`config.mk`:
```
export PLATFORM = sky130hd
export DESIGN_NAME = ipac_back_flat
export DESIGN_NICKNAME = d
export VERILOG_FILES = /design/src/sv/ipac_pkg.sv /design/src/sv/ipac_out_if.sv /design/src/sv/ipac_back.sv /design/src/flat_wrapper.sv
export SDC_FILE = /design/constraint.sdc
export NUM_CORES = 1
export LEC_CHECK = 0
export BUFFER_PORTS_ARGS = -buffer_cell sky130_fd_sc_hd__clkbuf_2
export CORE_MARGIN = 2
export CORE_UTILIZATION = 41
export CTS_CLUSTER_DIAMETER = 30
export DETAILED_ROUTE_END_ITERATION = 16
export PLACE_DENSITY = 0.79
export REMOVE_ABC_BUFFERS = 1
export SLEW_MARGIN = 10
export SYNTH_ARGS = -nofsm -noshare
export SYNTH_HDL_FRONTEND = slang
export SYNTH_SLANG_ARGS = --single-unit
```
`constraint.sdc`:
```
create_clock -name i_clk -period 3.2 [get_ports i_clk]
set_input_delay 0.8 -clock i_clk [delete_from_list [all_inputs] [get_ports i_clk]]
set_output_delay 0.8 -clock i_clk [all_outputs]
set_load 0.05 [all_outputs]
```
`src/sv/ipac_pkg.sv`:
```
// Shared types and constants for the icon pixel to ARGB converter.
`default_nettype none

package ipac_pkg;

    localparam logic OP_PALETTE = 1'b0;
    localparam logic OP_PIXEL   = 1'b1;

    localparam logic [5:0] DEPTH_1BPP  = 6'd1;
    localparam logic [5:0] DEPTH_4BPP  = 6'd4;
    localparam logic [5:0] DEPTH_8BPP  = 6'd8;
    localparam logic [5:0] DEPTH_24BPP = 6'd24;
    localparam logic [5:0] DEPTH_32BPP = 6'd32;
    localparam logic [5:0] DEPTH_RESET = 6'd32;

    localparam logic [7:0] ALPHA_OPAQUE = 8'hff;
    localparam logic [7:0] ALPHA_CLEAR  = 8'h00;
    localparam logic [3:0] NIBBLE_MASK  = 4'hf;
    localparam logic [2:0] COL_MAX      = 3'd7;

    localparam logic REG_PIXEL_DEPTH = 1'b0;

    typedef enum logic [1:0] {
        KIND_INDEXED,
        KIND_RGB,
        KIND_ARGB,
        KIND_BAD
    } t_kind;

    // Pixel decoded in the lookup cycle, waiting for palette read data.
    typedef struct packed {
        t_kind       kind;
        logic        idx_ok;
        logic        masked;
        logic [23:0] direct_color;
        logic [7:0]  alpha;
    } t_s1;

    // Palette port requests: one write and one read per cycle.
    typedef struct packed {
        logic        we;
        logic [7:0]  waddr;
        logic [23:0] wdata;
        logic        re;
        logic [7:0]  raddr;
    } t_ram_req;

endpackage

`default_nettype wire

```
`src/sv/ipac_out_if.sv`:
```
// Output channel: converted ARGB words.
`default_nettype none

interface ipac_out_if;
    logic        valid;
    logic        ready;
    logic [31:0] argb;
    logic        bad_depth;

    modport source (
        output valid, argb, bad_depth,
        input  ready
    );
    modport sink (
        input  valid, argb, bad_depth,
        output ready
    );
endinterface

`default_nettype wire

```
`src/sv/ipac_back.sv`:
```
// Output stage: merges palette data, applies the mask, holds the result.
`default_nettype none

module ipac_back (
    input  wire logic          i_clk,
    input  wire logic          i_rst_n,
    input  wire logic          i_s1_valid,
    input  wire ipac_pkg::t_s1 i_s1,
    input  wire logic [23:0]   i_rdata,
    output logic               o_s1_take,
    ipac_out_if.source         o_res
);

    logic        r_valid;
    logic [31:0] r_argb;
    logic        r_bad;
    logic [31:0] n_argb;
    logic        n_bad;
    logic [23:0] color;
    logic [7:0]  alpha;

    assign o_s1_take = i_s1_valid && (!r_valid || o_res.ready);

    always_comb begin
        color = i_s1.direct_color;
        alpha = i_s1.alpha;
        n_bad = 1'b0;
        case (i_s1.kind)
            ipac_pkg::KIND_INDEXED: color = i_s1.idx_ok ? i_rdata : 24'd0;
            ipac_pkg::KIND_RGB:     color = i_s1.direct_color;
            ipac_pkg::KIND_ARGB:    color = i_s1.direct_color;
            default:                n_bad = 1'b1;
        endcase
        if (i_s1.masked) begin
            alpha = (color != 24'd0) ? ipac_pkg::ALPHA_OPAQUE : ipac_pkg::ALPHA_CLEAR;
        end
        n_argb = n_bad ? 32'd0 : {alpha, color};
    end

    always_ff @(posedge i_clk) begin
        if (!i_rst_n) begin
            r_valid <= 1'b0;
        end else if (o_s1_take) begin
            r_valid <= 1'b1;
        end else if (o_res.ready) begin
            r_valid <= 1'b0;
        end
        if (o_s1_take) begin
            r_argb <= n_argb;
            r_bad  <= n_bad;
        end
    end

    assign o_res.valid     = r_valid;
    assign o_res.argb      = r_argb;
    assign o_res.bad_depth = r_bad;

endmodule

`default_nettype wire

```
`src/flat_wrapper.sv`:
```
// flat-port wrapper written by rule: the top's interface ports become plain ports
module ipac_back_flat 
  (i_clk, i_rst_n, i_s1_valid, i_s1, i_rdata, o_s1_take, o_res_valid, o_res_argb, o_res_bad_depth, o_res_ready);
  ipac_out_if o_res_i ();
  input  wire logic i_clk;
  input  wire logic i_rst_n;
  input  wire logic i_s1_valid;
  input  wire ipac_pkg::t_s1 i_s1;
  input  wire logic [23:0] i_rdata;
  output logic o_s1_take;
  output wire logic [$bits(o_res_i.valid)-1:0] o_res_valid;
  output wire logic [$bits(o_res_i.argb)-1:0] o_res_argb;
  output wire logic [$bits(o_res_i.bad_depth)-1:0] o_res_bad_depth;
  input wire logic [$bits(o_res_i.ready)-1:0] o_res_ready;
  assign o_res_valid = o_res_i.valid;
  assign o_res_argb = o_res_i.argb;
  assign o_res_bad_depth = o_res_i.bad_depth;
  assign o_res_i.ready = o_res_ready;
  ipac_back u_core (.i_clk(i_clk), .i_rst_n(i_rst_n), .i_s1_valid(i_s1_valid), .i_s1(i_s1), .i_rdata(i_rdata), .o_s1_take(o_s1_take), .o_res(o_res_i));
endmodule
```
==> flow_summary.yaml <==
outcome:
  status: "finished, final reports clean"
setup_path:
  crit_slowest_cell: "nor2_2"
  crit_buf_inv: 1
  crit_arrival_ns: 2.28
  critPathTopFamily: "simple AND/OR/NAND/NOR gates"
  rr_endpoint: "u_core.o_res.argb[25]$_SDFFCE_PP0P_"
  path_max_fanout: 13
  critPathMaxStageDelay_ns: 0.45
  reg2reg_slack_ns: 1.84
  crit_chain: "clkbuf_2 > nor2_2 > mux2i_1 > nor4b_2 > nand4_4 > o211a_1"
  cp-end-kind: "flop"
  path_class: "in -> reg"
  cp-start-kind: "input port"
  r2r-start: "u_core.o_res.valid$_SDFFE_PN0P_"
  required_ns: 3.24
  r2r_cells: 3
sta:
  fmax_mhz: 446
  rsz0062_at_grt: "false"
  maxSlewHeadroom_pct: 63.4
  setup_viol: 0
  worst_pin_slew_ns: 0.549
  skew_ns: 0.00648
  report.final.slew_viol_count: 0
  min_period_ns: 2.24
  hold_violations: 0
  period_share_pct: 70.1
synth:
  mappedNetlistArea_mm2: 0.00194
  synth.distinct_cells: 35
  synthMuxAreaShare_pct: 1.54
  synth_warnings: 0
  synthCells: 191
  ys_seq_elements: 34
  synth_fa_ha_area_share_pct: 0
  synth_xor_area_share_pct: 0.450
  synth_compound_area_share_pct: 18.2
  yosys.area_share.simple_pct: 23.2
  async_flop_share_pct: 0
  seq_area_frac_synth_pct: 52.0
  synth_top_family_by_area: "simple AND/OR/NAND/NOR gates"
  synth_edf_count: 33
  syn_area_per_cell_um2: 10.2
  dominantRegCellSynth: "edfxtp_1"
global_routing:
  antenna_found_initial: 0
  grt_overflow_total: 0
  grt_pass1_vias: 1671
  grt_max_degree: 50
  grt_first_pass_wirelength_mm: 7.47
  grt_usage_pct: 18.5
routing:
  drt_iter0_drc: 151
  wl_mm: 4.76
  drc: 0
  vias: 1808
  wire_per_inst_um: 14.1
  viasPerCell: 5.35
  antenna_left: 0
  drt_first_pass_iters: 4
flow_run:
  cap_violations: 0
hold_path:
  worstHoldEndpoint: "u_core.o_res.valid$_SDFFE_PN0P_"
  hp-start: "u_core.o_res.valid$_SDFFE_PN0P_"
  hold_depth: 2
  hold_class: "reg -> reg"
finish:
  fin_area_mm2: 0.00254
  multi_input_area_um2: 852
  seqCellArea_mm2: 0.00101
  utilization_pct: 54.4
  nFillCells: 425
  fin_cells: 338
  num_antenna_cells: 0
  drive_gt1_share_pct: 40.5
  nets: 347
  layout_common_cells: "clkbuf_2 (98), edfxtp_1 (33), nor2_1 (22)"
  area_delta_synth_final_pct: 30.5
  final_common_cell: "clkbuf_2"
die:
  initial_core_util_pct: 41.7
  die_y_um: 72.9
  boundaryPins: 99
  dieArea_mm2: 0.00531
  rows: 25
  core_area_mm2: 0.00466
  chipWidth_um: 72.9
place:
  gp_congestion: 0.808
  placed_area_mm2: 0.00245
  placed_cells: 330
  dp_hpwl_mm: 3.54
  port_buffers: 98
clock_network:
  clock_path_buffers: 2
  cts_max_level: 2
  cts_tree: "yes"
  cts_setup_buffers: 0
  clk_pin_slew_ns: 0.07
  cts_buffers: 5
  cts_root_buf: "clkbuf_8"
  ctsHoldBuffers: 0
  cts.sinks: 34
  cts_resized: 0
  insertion_delay_ns: 0.28
pwr:
  power_density_mw_per_mm2: 461
  peakVddDrop_v: 0.000175
  power_mw: 1.17
  cellLeakagePower_nw: 1.15
-- Yosys cell counts (3+ instances only) --
master	n	area share, %
nor2_1	22	4.2
buf_1	3	0.58
nor4_1	4	1.3
edfxtp_1	33	51
clkbuf_1	9	1.7
mux2i_1	3	1.5
nand2_1	19	3.7
a21oi_1	21	5.4
o21ai_0	4	1.0
and3_1	6	1.9
nand3b_1	15	5.8
o211a_1	8	4.1
o21ai_1	17	4.4
-- metal layers --
metal	vias to the layer above	track usage [%]	share of wire [%]
met5	-	0	0
met4	0	7.82	1.6
met3	9	5.80	8.1
met2	87	32.0	50
met1	816	20.9	40
li1	896	-	-
-- area by class of cell --
type                       count  area share, %
sequential                    34           39.8
multi-input combinational    140           33.6
tap                           54           2.66
timing repair buffer         101           20.2
inverter                       1          0.148
clock buffer                   8           3.55
-- power by group --
part	total, mW	switching, mW	leakage [nW]	internal (mW)
registers	0.538	0.00855	0.333	0.530
logic	0.306	0.216	0.768	0.0904
clock network	0.325	0.149	0.0455	0.175
total	1.17	0.373	1.15	0.796
-- worst min-delay path, delay by kind of cell (launching register included) --
family | cells | cell delay (ns)
flip-flops | 1 | 0.31
AND/OR/NAND/NOR | 1 | 0.16
AO/OA/AOI/OAI | 1 | 0.16
-- stage by stage --
step | hold slack, ns | setup TNS, ns | worst slack (ns)
detailed placement | 0.673 | 0 | 0.646
CTS | 0.684 | 0 | 0.932
floorplan | 0.867 | -8.44 | -0.580
global placement | 0.651 | 0 | 0.724
global route | 0.712 | 0 | 0.850
finish | 0.675 | 0 | 0.957
-- flip-flops by register name, summed over array words and instances (netlist names) --
| register | cells |
|---|---|
| u_core.o_res.argb | 32 |
| u_core.o_res.valid | 1 |
| u_core.o_res.bad_depth | 1 |
-- worst max-delay path by stage --
stage                 from                                  end  slack [ns]  depth (start not counted)
6_report          i_s1[35]  u_core.o_res.argb[30]$_SDFFCE_PP0P_        0.96                          6
5_1_grt           i_s1[35]  u_core.o_res.argb[30]$_SDFFCE_PP0P_        0.85                          6
4_1_cts           i_s1[35]  u_core.o_res.argb[30]$_SDFFCE_PP0P_        0.93                          6
3_5_place_dp      i_s1[35]  u_core.o_res.argb[30]$_SDFFCE_PP0P_        0.65                          6
3_3_place_gp      i_s1[35]  u_core.o_res.argb[31]$_SDFFCE_PP0P_        0.72                          6
2_1_floorplan  o_res_ready                            o_s1_take       -0.58                          2
-- cell families (layout without fill, tap and decap cells) --
group	after synthesis	in the layout
AND/OR/NAND/NOR	79	79
AO/OA/AOI/OAI	57	57
flip-flops	34	34
buffers and inverters	17	110
multiplexers	3	3
XOR/XNOR	1	1
Note: power is estimated with default switching activity, not from simulation.
