File: config.mk
export PLATFORM = sky130hd
export DESIGN_NAME = ipac_front_flat
export DESIGN_NICKNAME = d
export VERILOG_FILES = /design/src/sv/ipac_pkg.sv /design/src/sv/ipac_in_if.sv /design/src/sv/ipac_front.sv /design/src/flat_wrapper.sv
export SDC_FILE = /design/constraint.sdc
export NUM_CORES = 1
export LEC_CHECK = 0
export BUFFER_PORTS_ARGS = -buffer_cell sky130_fd_sc_hd__buf_4
export CORE_ASPECT_RATIO = 0.6
export CORE_MARGIN = 5
export CORE_UTILIZATION = 30
export DETAILED_ROUTE_END_ITERATION = 8
export PLACE_DENSITY = 0.67
export SYNTH_ARGS = -nofsm -noshare
export SYNTH_HDL_FRONTEND = slang
export SYNTH_SLANG_ARGS = --single-unit
File: constraint.sdc
create_clock -name i_clk -period 4.2 [get_ports i_clk]
set_input_delay 0.84 -clock i_clk [delete_from_list [all_inputs] [get_ports i_clk]]
set_output_delay 0.84 -clock i_clk [all_outputs]
set_load 0.1 [all_outputs]
File: src/sv/ipac_pkg.sv
// Shared types and constants for the icon pixel to ARGB converter.
`default_nettype none

package ipac_pkg;

    localparam logic OP_PALETTE = 1'b0;
    localparam logic OP_PIXEL   = 1'b1;

    localparam logic [5:0] DEPTH_1BPP  = 6'd1;
    localparam logic [5:0] DEPTH_4BPP  = 6'd4;
    localparam logic [5:0] DEPTH_8BPP  = 6'd8;
    localparam logic [5:0] DEPTH_24BPP = 6'd24;
    localparam logic [5:0] DEPTH_32BPP = 6'd32;
    localparam logic [5:0] DEPTH_RESET = 6'd32;

    localparam logic [7:0] ALPHA_OPAQUE = 8'hff;
    localparam logic [7:0] ALPHA_CLEAR  = 8'h00;
    localparam logic [3:0] NIBBLE_MASK  = 4'hf;
    localparam logic [2:0] COL_MAX      = 3'd7;

    localparam logic REG_PIXEL_DEPTH = 1'b0;

    typedef enum logic [1:0] {
        KIND_INDEXED,
        KIND_RGB,
        KIND_ARGB,
        KIND_BAD
    } t_kind;

    // Pixel decoded in the lookup cycle, waiting for palette read data.
    typedef struct packed {
        t_kind       kind;
        logic        idx_ok;
        logic        masked;
        logic [23:0] direct_color;
        logic [7:0]  alpha;
    } t_s1;

    // Palette port requests: one write and one read per cycle.
    typedef struct packed {
        logic        we;
        logic [7:0]  waddr;
        logic [23:0] wdata;
        logic        re;
        logic [7:0]  raddr;
    } t_ram_req;

endpackage

`default_nettype wire

File: src/sv/ipac_in_if.sv
// Input channel: palette writes and pixel words.
`default_nettype none

interface ipac_in_if;
    logic        valid;
    logic        ready;
    logic        opcode;
    logic [7:0]  palette_slot;
    logic [23:0] palette_color;
    logic [31:0] pixel_data;
    logic [7:0]  mask_byte;
    logic [2:0]  column_low;

    modport source (
        output valid, opcode, palette_slot, palette_color, pixel_data, mask_byte,
               column_low,
        input  ready
    );
    modport sink (
        input  valid, opcode, palette_slot, palette_color, pixel_data, mask_byte,
               column_low,
        output ready
    );
endinterface

`default_nettype wire

File: src/sv/ipac_front.sv
// Input stage: decodes the pixel word, issues palette reads and writes.
`default_nettype none

module ipac_front #(
    parameter int PALETTE_DEPTH = 256
) (
    input  wire logic           i_clk,
    input  wire logic           i_rst_n,
    ipac_in_if.sink             i_pix,
    input  wire logic [5:0]     i_depth,
    input  wire logic           i_s1_take,
    output logic                o_s1_valid,
    output ipac_pkg::t_s1       o_s1,
    output ipac_pkg::t_ram_req  o_ram
);

    logic               r_s1_valid;
    logic               n_s1_valid;
    ipac_pkg::t_s1      r_s1;
    ipac_pkg::t_s1      n_s1;
    logic               accept;
    logic               pix_acc;
    logic [7:0]         byte0;
    logic [7:0]         index;
    logic               mask_bit;
    logic [2:0]         bit_sel;

    assign i_pix.ready = !r_s1_valid || i_s1_take;
    assign accept      = i_pix.valid && i_pix.ready;
    assign pix_acc     = accept && (i_pix.opcode == ipac_pkg::OP_PIXEL);

    assign byte0    = i_pix.pixel_data[7:0];
    assign bit_sel  = ipac_pkg::COL_MAX - i_pix.column_low;
    assign mask_bit = i_pix.mask_byte[bit_sel];

    always_comb begin
        index = byte0;
        n_s1.kind         = ipac_pkg::KIND_BAD;
        n_s1.masked       = mask_bit;
        n_s1.direct_color = i_pix.pixel_data[23:0];
        n_s1.alpha        = ipac_pkg::ALPHA_OPAQUE;
        case (i_depth)
            ipac_pkg::DEPTH_1BPP: begin
                n_s1.kind = ipac_pkg::KIND_INDEXED;
                index     = {7'd0, byte0[bit_sel]};
            end
            ipac_pkg::DEPTH_4BPP: begin
                n_s1.kind = ipac_pkg::KIND_INDEXED;
                // even column takes the high nibble
                index     = i_pix.column_low[0] ? {4'd0, byte0[3:0] & ipac_pkg::NIBBLE_MASK}
                                                : {4'd0, byte0[7:4]};
            end
            ipac_pkg::DEPTH_8BPP: begin
                n_s1.kind = ipac_pkg::KIND_INDEXED;
            end
            ipac_pkg::DEPTH_24BPP: begin
                n_s1.kind = ipac_pkg::KIND_RGB;
            end
            ipac_pkg::DEPTH_32BPP: begin
                n_s1.kind   = ipac_pkg::KIND_ARGB;
                n_s1.alpha  = i_pix.pixel_data[31:24];
                n_s1.masked = 1'b0;
            end
            default: begin
                n_s1.kind = ipac_pkg::KIND_BAD;
            end
        endcase
        n_s1.idx_ok = {1'b0, index} < 9'(PALETTE_DEPTH);
    end

    // A write lands at the edge it is accepted, so a read of the same slot
    // in the following cycle already sees it.
    always_comb begin
        o_ram.we    = accept && (i_pix.opcode == ipac_pkg::OP_PALETTE)
                      && ({1'b0, i_pix.palette_slot} < 9'(PALETTE_DEPTH));
        o_ram.waddr = i_pix.palette_slot;
        o_ram.wdata = i_pix.palette_color;
        o_ram.re    = pix_acc && (n_s1.kind == ipac_pkg::KIND_INDEXED);
        o_ram.raddr = index;
    end

    assign n_s1_valid = pix_acc || (r_s1_valid && !i_s1_take);

    always_ff @(posedge i_clk) begin
        if (!i_rst_n) begin
            r_s1_valid <= 1'b0;
        end else begin
            r_s1_valid <= n_s1_valid;
        end
        if (pix_acc) begin
            r_s1 <= n_s1;
        end
    end

    assign o_s1_valid = r_s1_valid;
    assign o_s1       = r_s1;

endmodule

`default_nettype wire

File: src/flat_wrapper.sv
// flat-port wrapper written by rule: the top's interface ports become plain ports
module ipac_front_flat 
#(
    parameter int PALETTE_DEPTH = 256
)
  (i_clk, i_rst_n, i_depth, i_s1_take, o_s1_valid, o_s1, o_ram, i_pix_valid, i_pix_opcode, i_pix_palette_slot, i_pix_palette_color, i_pix_pixel_data, i_pix_mask_byte, i_pix_column_low, i_pix_ready);
  ipac_in_if i_pix_i ();
  input  wire logic i_clk;
  input  wire logic i_rst_n;
  input  wire logic [5:0] i_depth;
  input  wire logic i_s1_take;
  output logic o_s1_valid;
  output ipac_pkg::t_s1 o_s1;
  output ipac_pkg::t_ram_req o_ram;
  input wire logic [$bits(i_pix_i.valid)-1:0] i_pix_valid;
  input wire logic [$bits(i_pix_i.opcode)-1:0] i_pix_opcode;
  input wire logic [$bits(i_pix_i.palette_slot)-1:0] i_pix_palette_slot;
  input wire logic [$bits(i_pix_i.palette_color)-1:0] i_pix_palette_color;
  input wire logic [$bits(i_pix_i.pixel_data)-1:0] i_pix_pixel_data;
  input wire logic [$bits(i_pix_i.mask_byte)-1:0] i_pix_mask_byte;
  input wire logic [$bits(i_pix_i.column_low)-1:0] i_pix_column_low;
  output wire logic [$bits(i_pix_i.ready)-1:0] i_pix_ready;
  assign i_pix_i.valid = i_pix_valid;
  assign i_pix_i.opcode = i_pix_opcode;
  assign i_pix_i.palette_slot = i_pix_palette_slot;
  assign i_pix_i.palette_color = i_pix_palette_color;
  assign i_pix_i.pixel_data = i_pix_pixel_data;
  assign i_pix_i.mask_byte = i_pix_mask_byte;
  assign i_pix_i.column_low = i_pix_column_low;
  assign i_pix_ready = i_pix_i.ready;
  ipac_front #(.PALETTE_DEPTH(PALETTE_DEPTH)) u_core (.i_clk(i_clk), .i_rst_n(i_rst_n), .i_pix(i_pix_i), .i_depth(i_depth), .i_s1_take(i_s1_take), .o_s1_valid(o_s1_valid), .o_s1(o_s1), .o_ram(o_ram));
endmodule
==> results of run 1 <==
sequential cells by signal, summed over array words and instances, names as in the netlist:
name and cells:
u_core.o_s1 35, u_core.o_s1_valid 1
power by group:
| group | internal, mW | switching (mW) |
|---|---|---|
| sequential | 0.411 | 0.00369 |
| combinational | 0.0736 | 0.199 |
| clock | 0.176 | 0.120 |
cell usage in the layout, fill, tap and decap left out, drive strengths merged, types with 2 or more instances in the layout:
cell type  synthesis  final
clkbuf             2      6
a31oi              2      2
and2               4      4
a21oi              3      3
o21ai              7      7
nand4b             2      2
inv                2      2
mux2i              4      4
edfxtp            35     35
nor2               8      8
mux4               3      3
nor2b              4      4
nand2             10     10
or2                8      8
o22ai              2      2
buf               37    101
xor2               2      2
worst paths after layout:
check                                                   from                           end
worst max-delay path                              i_depth[3]                      o_ram[1]
worst min-delay path            u_core.o_s1_valid$_SDFF_PN0_  u_core.o_s1_valid$_SDFF_PN0_
worst max register to register  u_core.o_s1_valid$_SDFF_PN0_     u_core.o_s1[11]$_DFFE_PP_
worst min register to register  u_core.o_s1_valid$_SDFF_PN0_  u_core.o_s1_valid$_SDFF_PN0_
cells by family (layout without fill, tap and decap cells):
family                    count (synthesis)  count (layout)
muxes                                     7               7
buffers and inverters                    41             111
DFF                                      36              36
other                                     1               1
xor gates and xnor gates                  3               3
and+or+nand+nor                          43              43
AOI/OAI and AO/OA                        16              16
worst max-delay path, delay by kind of cell:
family | cells | cell delay (ns)
and+or+nand+nor | 2 | 0.83
buffers and inverters | 2 | 0.45
AOI/OAI and AO/OA | 2 | 0.24
Yosys cell counts, types with 3 or more instances:
cell type  instances  area (um2)
o21ai_1            3        15.0
a21oi_1            3        15.0
mux4_2             3        67.6
nand2_1           10        37.5
nor2b_1            4        25.0
and2_1             4        25.0
or2_2              8        50.1
nor2_1             8        30.0
o21ai_0            4        20.0
mux2i_1            4        40.0
buf_4             34         255
edfxtp_1          35        1050
per-layer routing:
metal  wire length (um)  vias up
li1                   -      620
met1               2100      626
met2               2150       92
met3                647        2
met4                 23        0
met5                  0        -
metrics by stage:
step                util [%]  area, um2
global placement        40.2       2420
floorplan                  -       1840
detailed placement      40.2       2420
CTS                     42.0       2530
global route            42.0       2530
finish                  42.0       2530
cell type report:
class	instances	area [um2]
Clock buffer	6	72.6
Clock inverter	2	35.0
Fill cell	580	3500
Inverter	2	7.51
Multi-Input combinational cell	70	480
Sequential cell	36	1070
Tap cell	84	105
Timing Repair Buffer	101	758
==> flow_metrics.env, run 1 <==
export IMPL_cp_data_required_time_ns=3.36
export IMPL_grt_max_degree=36
export IMPL_synthArstFlopShare_pct=0
export IMPL_grt_usage_pct=12.1
export IMPL_area_delta_synth_final_pct=37.4
export IMPL_synthCells=147
export IMPL_floorplan_initialDensity_pct=30.6
export IMPL_hold_slack_ns=0.582
export IMPL_skew_ns=0.00151
export IMPL_layoutNonFillerInstCount=301
export IMPL_crit_path_end_kind="primary output"
export IMPL_path_max_fanout=8
export IMPL_synth_xor_area_share_pct=1.43
export IMPL_die_h_um=70.7
export IMPL_setup_violations=0
export IMPL_drv_slew=0
export IMPL_clkLatencyLatePin_ns=0.28
export IMPL_synth_simple_gate_area_share_pct=13.2
export IMPL_yosysWarningCount=0
export IMPL_design_portCount=166
export IMPL_use_met2_pct=18.5
export IMPL_ant_nets=0
export IMPL_yosys_most_used_dff="edfxtp_1"
export IMPL_gr_total_overflow=0
export IMPL_path_cells="buf_4 -> or4_4 -> nor3b_2 -> a21oi_1 -> o21ai_1 -> buf_4"
export IMPL_ys_seq_area_share_pct=58.2
export IMPL_post_route_period_util_pct=76.3
export IMPL_postCtsSetupRepairBufs=0
export IMPL_ir_drop_uv=129
export IMPL_top_usage_layer="met2"
export IMPL_powerDensity_nw_per_um2=389
export IMPL_slowest_stage="or4_4"
export IMPL_synth_fa_ha_area_share_pct=0
export IMPL_ys_ff_latch=36
export IMPL_antenna_found_initial=0
export IMPL_hold_depth=2
export IMPL_rows=22
export IMPL_dp_hpwl_mm=3.96
export IMPL_finalPower_uw=983
export IMPL_syn_avg_cell_area_um2=12.5
export IMPL_crit_type="input pin to primary output"
export IMPL_max_stage_delay_ns=0.56
export IMPL_vias_per_cell=4.45
export IMPL_drtIter0Drc=25
export IMPL_fin_nets=302
export IMPL_worstPathArrival_ns=2.37
export IMPL_cts_root_buf="clkbuf_8"
export IMPL_rrSetupSlack_ns=2.70
export IMPL_clock_sinks=36
export IMPL_gp_congestion=0.782
export IMPL_cts_htree_levels=2
export IMPL_die_w_um=111
export IMPL_synth_nets=233
export IMPL_power_leakage_nw=1.05
export IMPL_period_minus_slack_ns=3.21
export IMPL_hold_viol=0
export IMPL_synth_compound_area_share_pct=5.30
export IMPL_drive_gt1_share_pct=56.7
export IMPL_cts_resized=0
export IMPL_drcViolationCount=0
export IMPL_syn_area_um2=1840
export IMPL_io_buffers=100
export IMPL_dp_slack_ns=0.979
export IMPL_coreArea_um2=6030
export IMPL_diodes=0
export IMPL_clk_pin_slew_worst_paths_ns=0.07
export IMPL_grt_pass1_wl_mm=7.31
export IMPL_cts_made_buffers=5
export IMPL_synth_edff_count=35
export IMPL_muxShareOfSynthArea_pct=5.84
export IMPL_crit_top_cell="buf_4"
export IMPL_cap_violations=0
export IMPL_grt_util_met1_pct=14.2
export IMPL_dp_cells=293
export IMPL_rsz0062_at_grt="no"
export IMPL_grt_pass1_vias=1320
export IMPL_synthDistinctLibCells=32
export IMPL_met3_usage_pct=7.18
export IMPL_num_vias=1340
export IMPL_hold_class="flip-flop to flip-flop"
export IMPL_run_status="finished clean"
export IMPL_reg2reg_depth=4
export IMPL_max_freq_ghz=0.312
export IMPL_fin_ws_ns=0.995
export IMPL_wl_per_cell_um=16.3
export IMPL_routed_wl_mm=4.92
export IMPL_setup_tns_ns=0
export IMPL_cp_start_kind="input pin"
export IMPL_cts_tree="yes"
export IMPL_synth_top_family_by_area="buffers and inverters"
export IMPL_ctsHoldBuffers=0
export IMPL_clockBufferDepth=2
export IMPL_dr_pass1_iters=4
export IMPL_die_area_um2=7860
Note: power is estimated with default switching activity, not from simulation.
==> run 2: changes to the inputs <==
Settings changed: ABC_AREA from default to 1, PLACE_DENSITY 0.67 to 0.66.
Clock period 4.2 ns to 3.14 ns, I/O delays scaled along.
==> run 2 against run 1 <==
Effect of this change:
- sequential share of layout area decreased by 0.96 points
- register-to-register slack got worse by 1.1 ns
- clock power increased by 34%
- synthesized cell count increased by 20%
- combinational power increased by 35%
- global-route usage decreased by 0.77 points
- critical path depth increased by 3
- setup slack got worse by 0.17 ns
- design area increased by 2.3%
- first-iteration DRC count increased to 2.6 times the previous value
- largest cell class unchanged
- highest routed layer unchanged
==> flow_metrics.env, run 2 <==
export IMPL_drv_slew=0
export IMPL_yosysTopAreaCellShare_pct=56.5
export IMPL_slowest_stage="buf_4"
export IMPL_grt_pass1_wl_mm=7.00
export IMPL_synthCells=177
export IMPL_multiInputGateArea_um2=460
export IMPL_run_status="finished clean"
export IMPL_hold_viol=0
export IMPL_syn_area_um2=1860
export IMPL_crit_path_end_kind="primary output"
export IMPL_synth_common_cells="edfxtp_1 (35), buf_4 (34), nand2_1 (25)"
export IMPL_vias_per_cell=4.16
export IMPL_synth_edff_count=35
export IMPL_grt_pass1_vias=1347
export IMPL_cts_made_buffers=5
export IMPL_min_to="u_core.o_s1[18]$_DFFE_PP_"
export IMPL_synthDistinctLibCells=19
export IMPL_die_w_um=112
export IMPL_die_h_um=71.0
export IMPL_crit_top_cell="nand2_1"
export IMPL_clockBufferDepth=2
export IMPL_routed_wl_mm=4.71
export IMPL_regToRegStartpoint="u_core.o_s1_valid$_SDFF_PN0_"
export IMPL_cpLargestDelayFamily="simple AND/OR/NAND/NOR gates"
export IMPL_die_area_um2=7930
export IMPL_path_max_fanout=4
export IMPL_fin_nets=337
export IMPL_cts_htree_levels=2
export IMPL_layoutNonFillerInstCount=336
export IMPL_floorplan_initialDensity_pct=30.7
export IMPL_ant_nets=0
export IMPL_yosysWarningCount=0
export IMPL_path_cells="buf_4 -> nor2_4 -> inv_2 -> nor2_2 -> nand2_1 -> nand2_1 -> inv_1 -> nand2_1 -> buf_4"
export IMPL_yosys_most_used_dff="edfxtp_1"
export IMPL_gr_total_overflow=0
export IMPL_hold_depth=1
export IMPL_fill_cells=593
export IMPL_gp_congestion=0.846
export IMPL_period_minus_slack_ns=2.32
export IMPL_r2r_end="u_core.o_s1[7]$_SDFFCE_PN1P_"
export IMPL_final_util_pct=42.7
export IMPL_dp_cells=328
export IMPL_setup_violations=0
export IMPL_skew_ns=0.00391
export IMPL_setup_tns_ns=0
export IMPL_clock_sinks=36
export IMPL_clk_pin_slew_worst_paths_ns=0.07
export IMPL_io_buffers=100
export IMPL_rsz0062_at_grt="no"
export IMPL_largest_reg_flops=35
export IMPL_cp_data_required_time_ns=2.51
export IMPL_seqCellArea_um2=1070
export IMPL_power_leakage_nw=1.17
export IMPL_ir_drop_uv=247
export IMPL_cap_violations=0
export IMPL_antenna_found_initial=0
export IMPL_num_vias=1397
export IMPL_cts_root_buf="clkbuf_8"
export IMPL_syn_avg_cell_area_um2=10.5
export IMPL_mostFrequentLayoutCells="buf_4 (101), edfxtp_1 (35), nand2_1 (25), inv_1 (19)"
export IMPL_postLayoutCellArea_um2=2590
export IMPL_rows=22
export IMPL_postCtsSetupRepairBufs=0
export IMPL_synth_area_leaders="edfxtp_1 (56%), buf_4 (14%), nand2_1 (5.0%)"
export IMPL_grt_usage_pct=11.3
export IMPL_diodes=0
export IMPL_synth_nets=263
export IMPL_crit_type="input pin to primary output"
export IMPL_drcViolationCount=0
export IMPL_ys_ff_latch=36
export IMPL_max_stage_delay_ns=0.28
export IMPL_synthArstFlopShare_pct=0
export IMPL_powerDensity_nw_per_um2=511
export IMPL_synth_top_cell_by_area="edfxtp_1"
export IMPL_worstPathArrival_ns=1.69
export IMPL_reg2reg_depth=6
export IMPL_area_delta_synth_final_pct=39.0
export IMPL_path_buf_inv=4
export IMPL_cts_tree="yes"
export IMPL_max_freq_ghz=0.432
export IMPL_rrSetupSlack_ns=1.65
export IMPL_worst_hold_startpoint="i_pix_pixel_data[10]"
export IMPL_cp_start_kind="input pin"
export IMPL_clkLatencyLatePin_ns=0.28
export IMPL_drive_gt1_share_pct=50.8
export IMPL_post_route_period_util_pct=73.8
export IMPL_final_common_cell="buf_4"
export IMPL_yosysMostFrequentCell="edfxtp_1"
export IMPL_cts_resized=0
export IMPL_wl_per_cell_um=14.0
export IMPL_hold_class="input pin to flip-flop"
export IMPL_place_area_um2=2480
export IMPL_dr_pass1_iters=4
export IMPL_drtIter0Drc=66
export IMPL_ctsHoldBuffers=0
export IMPL_coreArea_um2=6060
export IMPL_finalPower_mw=1.32
export IMPL_ys_seq_area_share_pct=57.5
export IMPL_dp_hpwl_mm=3.83
export IMPL_design_portCount=166
export IMPL_grt_max_degree=37
[run 2: stage by stage]
stage | hold WS (ns) | setup WS [ns]
2_1_floorplan | 0.727 | -0.489
3_3_place_gp | 0.609 | 0.853
3_5_place_dp | 0.612 | 0.831
4_1_cts | 0.510 | 0.829
5_1_grt | 0.497 | 0.740
6_report | 0.523 | 0.823
[run 2: report_power, final]
part           switching (mW)  internal, mW  leakage [nW]
clock                   0.163         0.235        0.0541
combinational           0.274        0.0932         0.780
sequential            0.00505         0.551         0.336
[run 2: layout make-up]
cell class	instances	share of cell area, %
well taps	84	4.06
clock buffers	5	2.66
flip-flops and latches	36	41.4
multi-input cells	85	17.8
inverters	22	3.19
clock inverters	3	1.64
repair buffers	101	29.3
[run 2: how the worst max path moves through the flow]
stage,start,endpoint,slack [ns],cells after the start
floorplan,u_core.o_s1_valid$_SDFF_PN0_,o_ram[8],-0.49,7
global placement,i_pix_column_low[0],o_ram[0],0.85,9
detailed placement,i_depth[1],o_ram[0],0.83,9
CTS,i_depth[1],o_ram[0],0.83,9
global route,i_depth[1],o_ram[0],0.74,9
finish,i_depth[1],o_ram[0],0.82,9
[run 2: kinds of logic after synthesis]
group / count (synthesis) / synth area share [%]
AO/OA/AOI/OAI: 10 / 3.23
other: 1 / 0.201
AND/OR/NAND/NOR: 74 / 20.9
flip-flops: 36 / 57.5
buffers and inverters: 56 / 18.1
[run 2: worst register-to-register path: stages (launching register included)]
cell     delay (ns)
dfxtp_1        0.31
inv_1          0.05
nor2_1         0.04
inv_1          0.07
nand2_1        0.10
nor2_4         0.13
buf_4          0.42
[run 2: per-layer routing]
metal  wire, um  vias up  GRT usage (%)
met2       2060       82           16.8
li1           -      688              -
met5          0        -              0
met4         69        0           4.32
met3        549       14           5.56
met1       2030      613           14.2
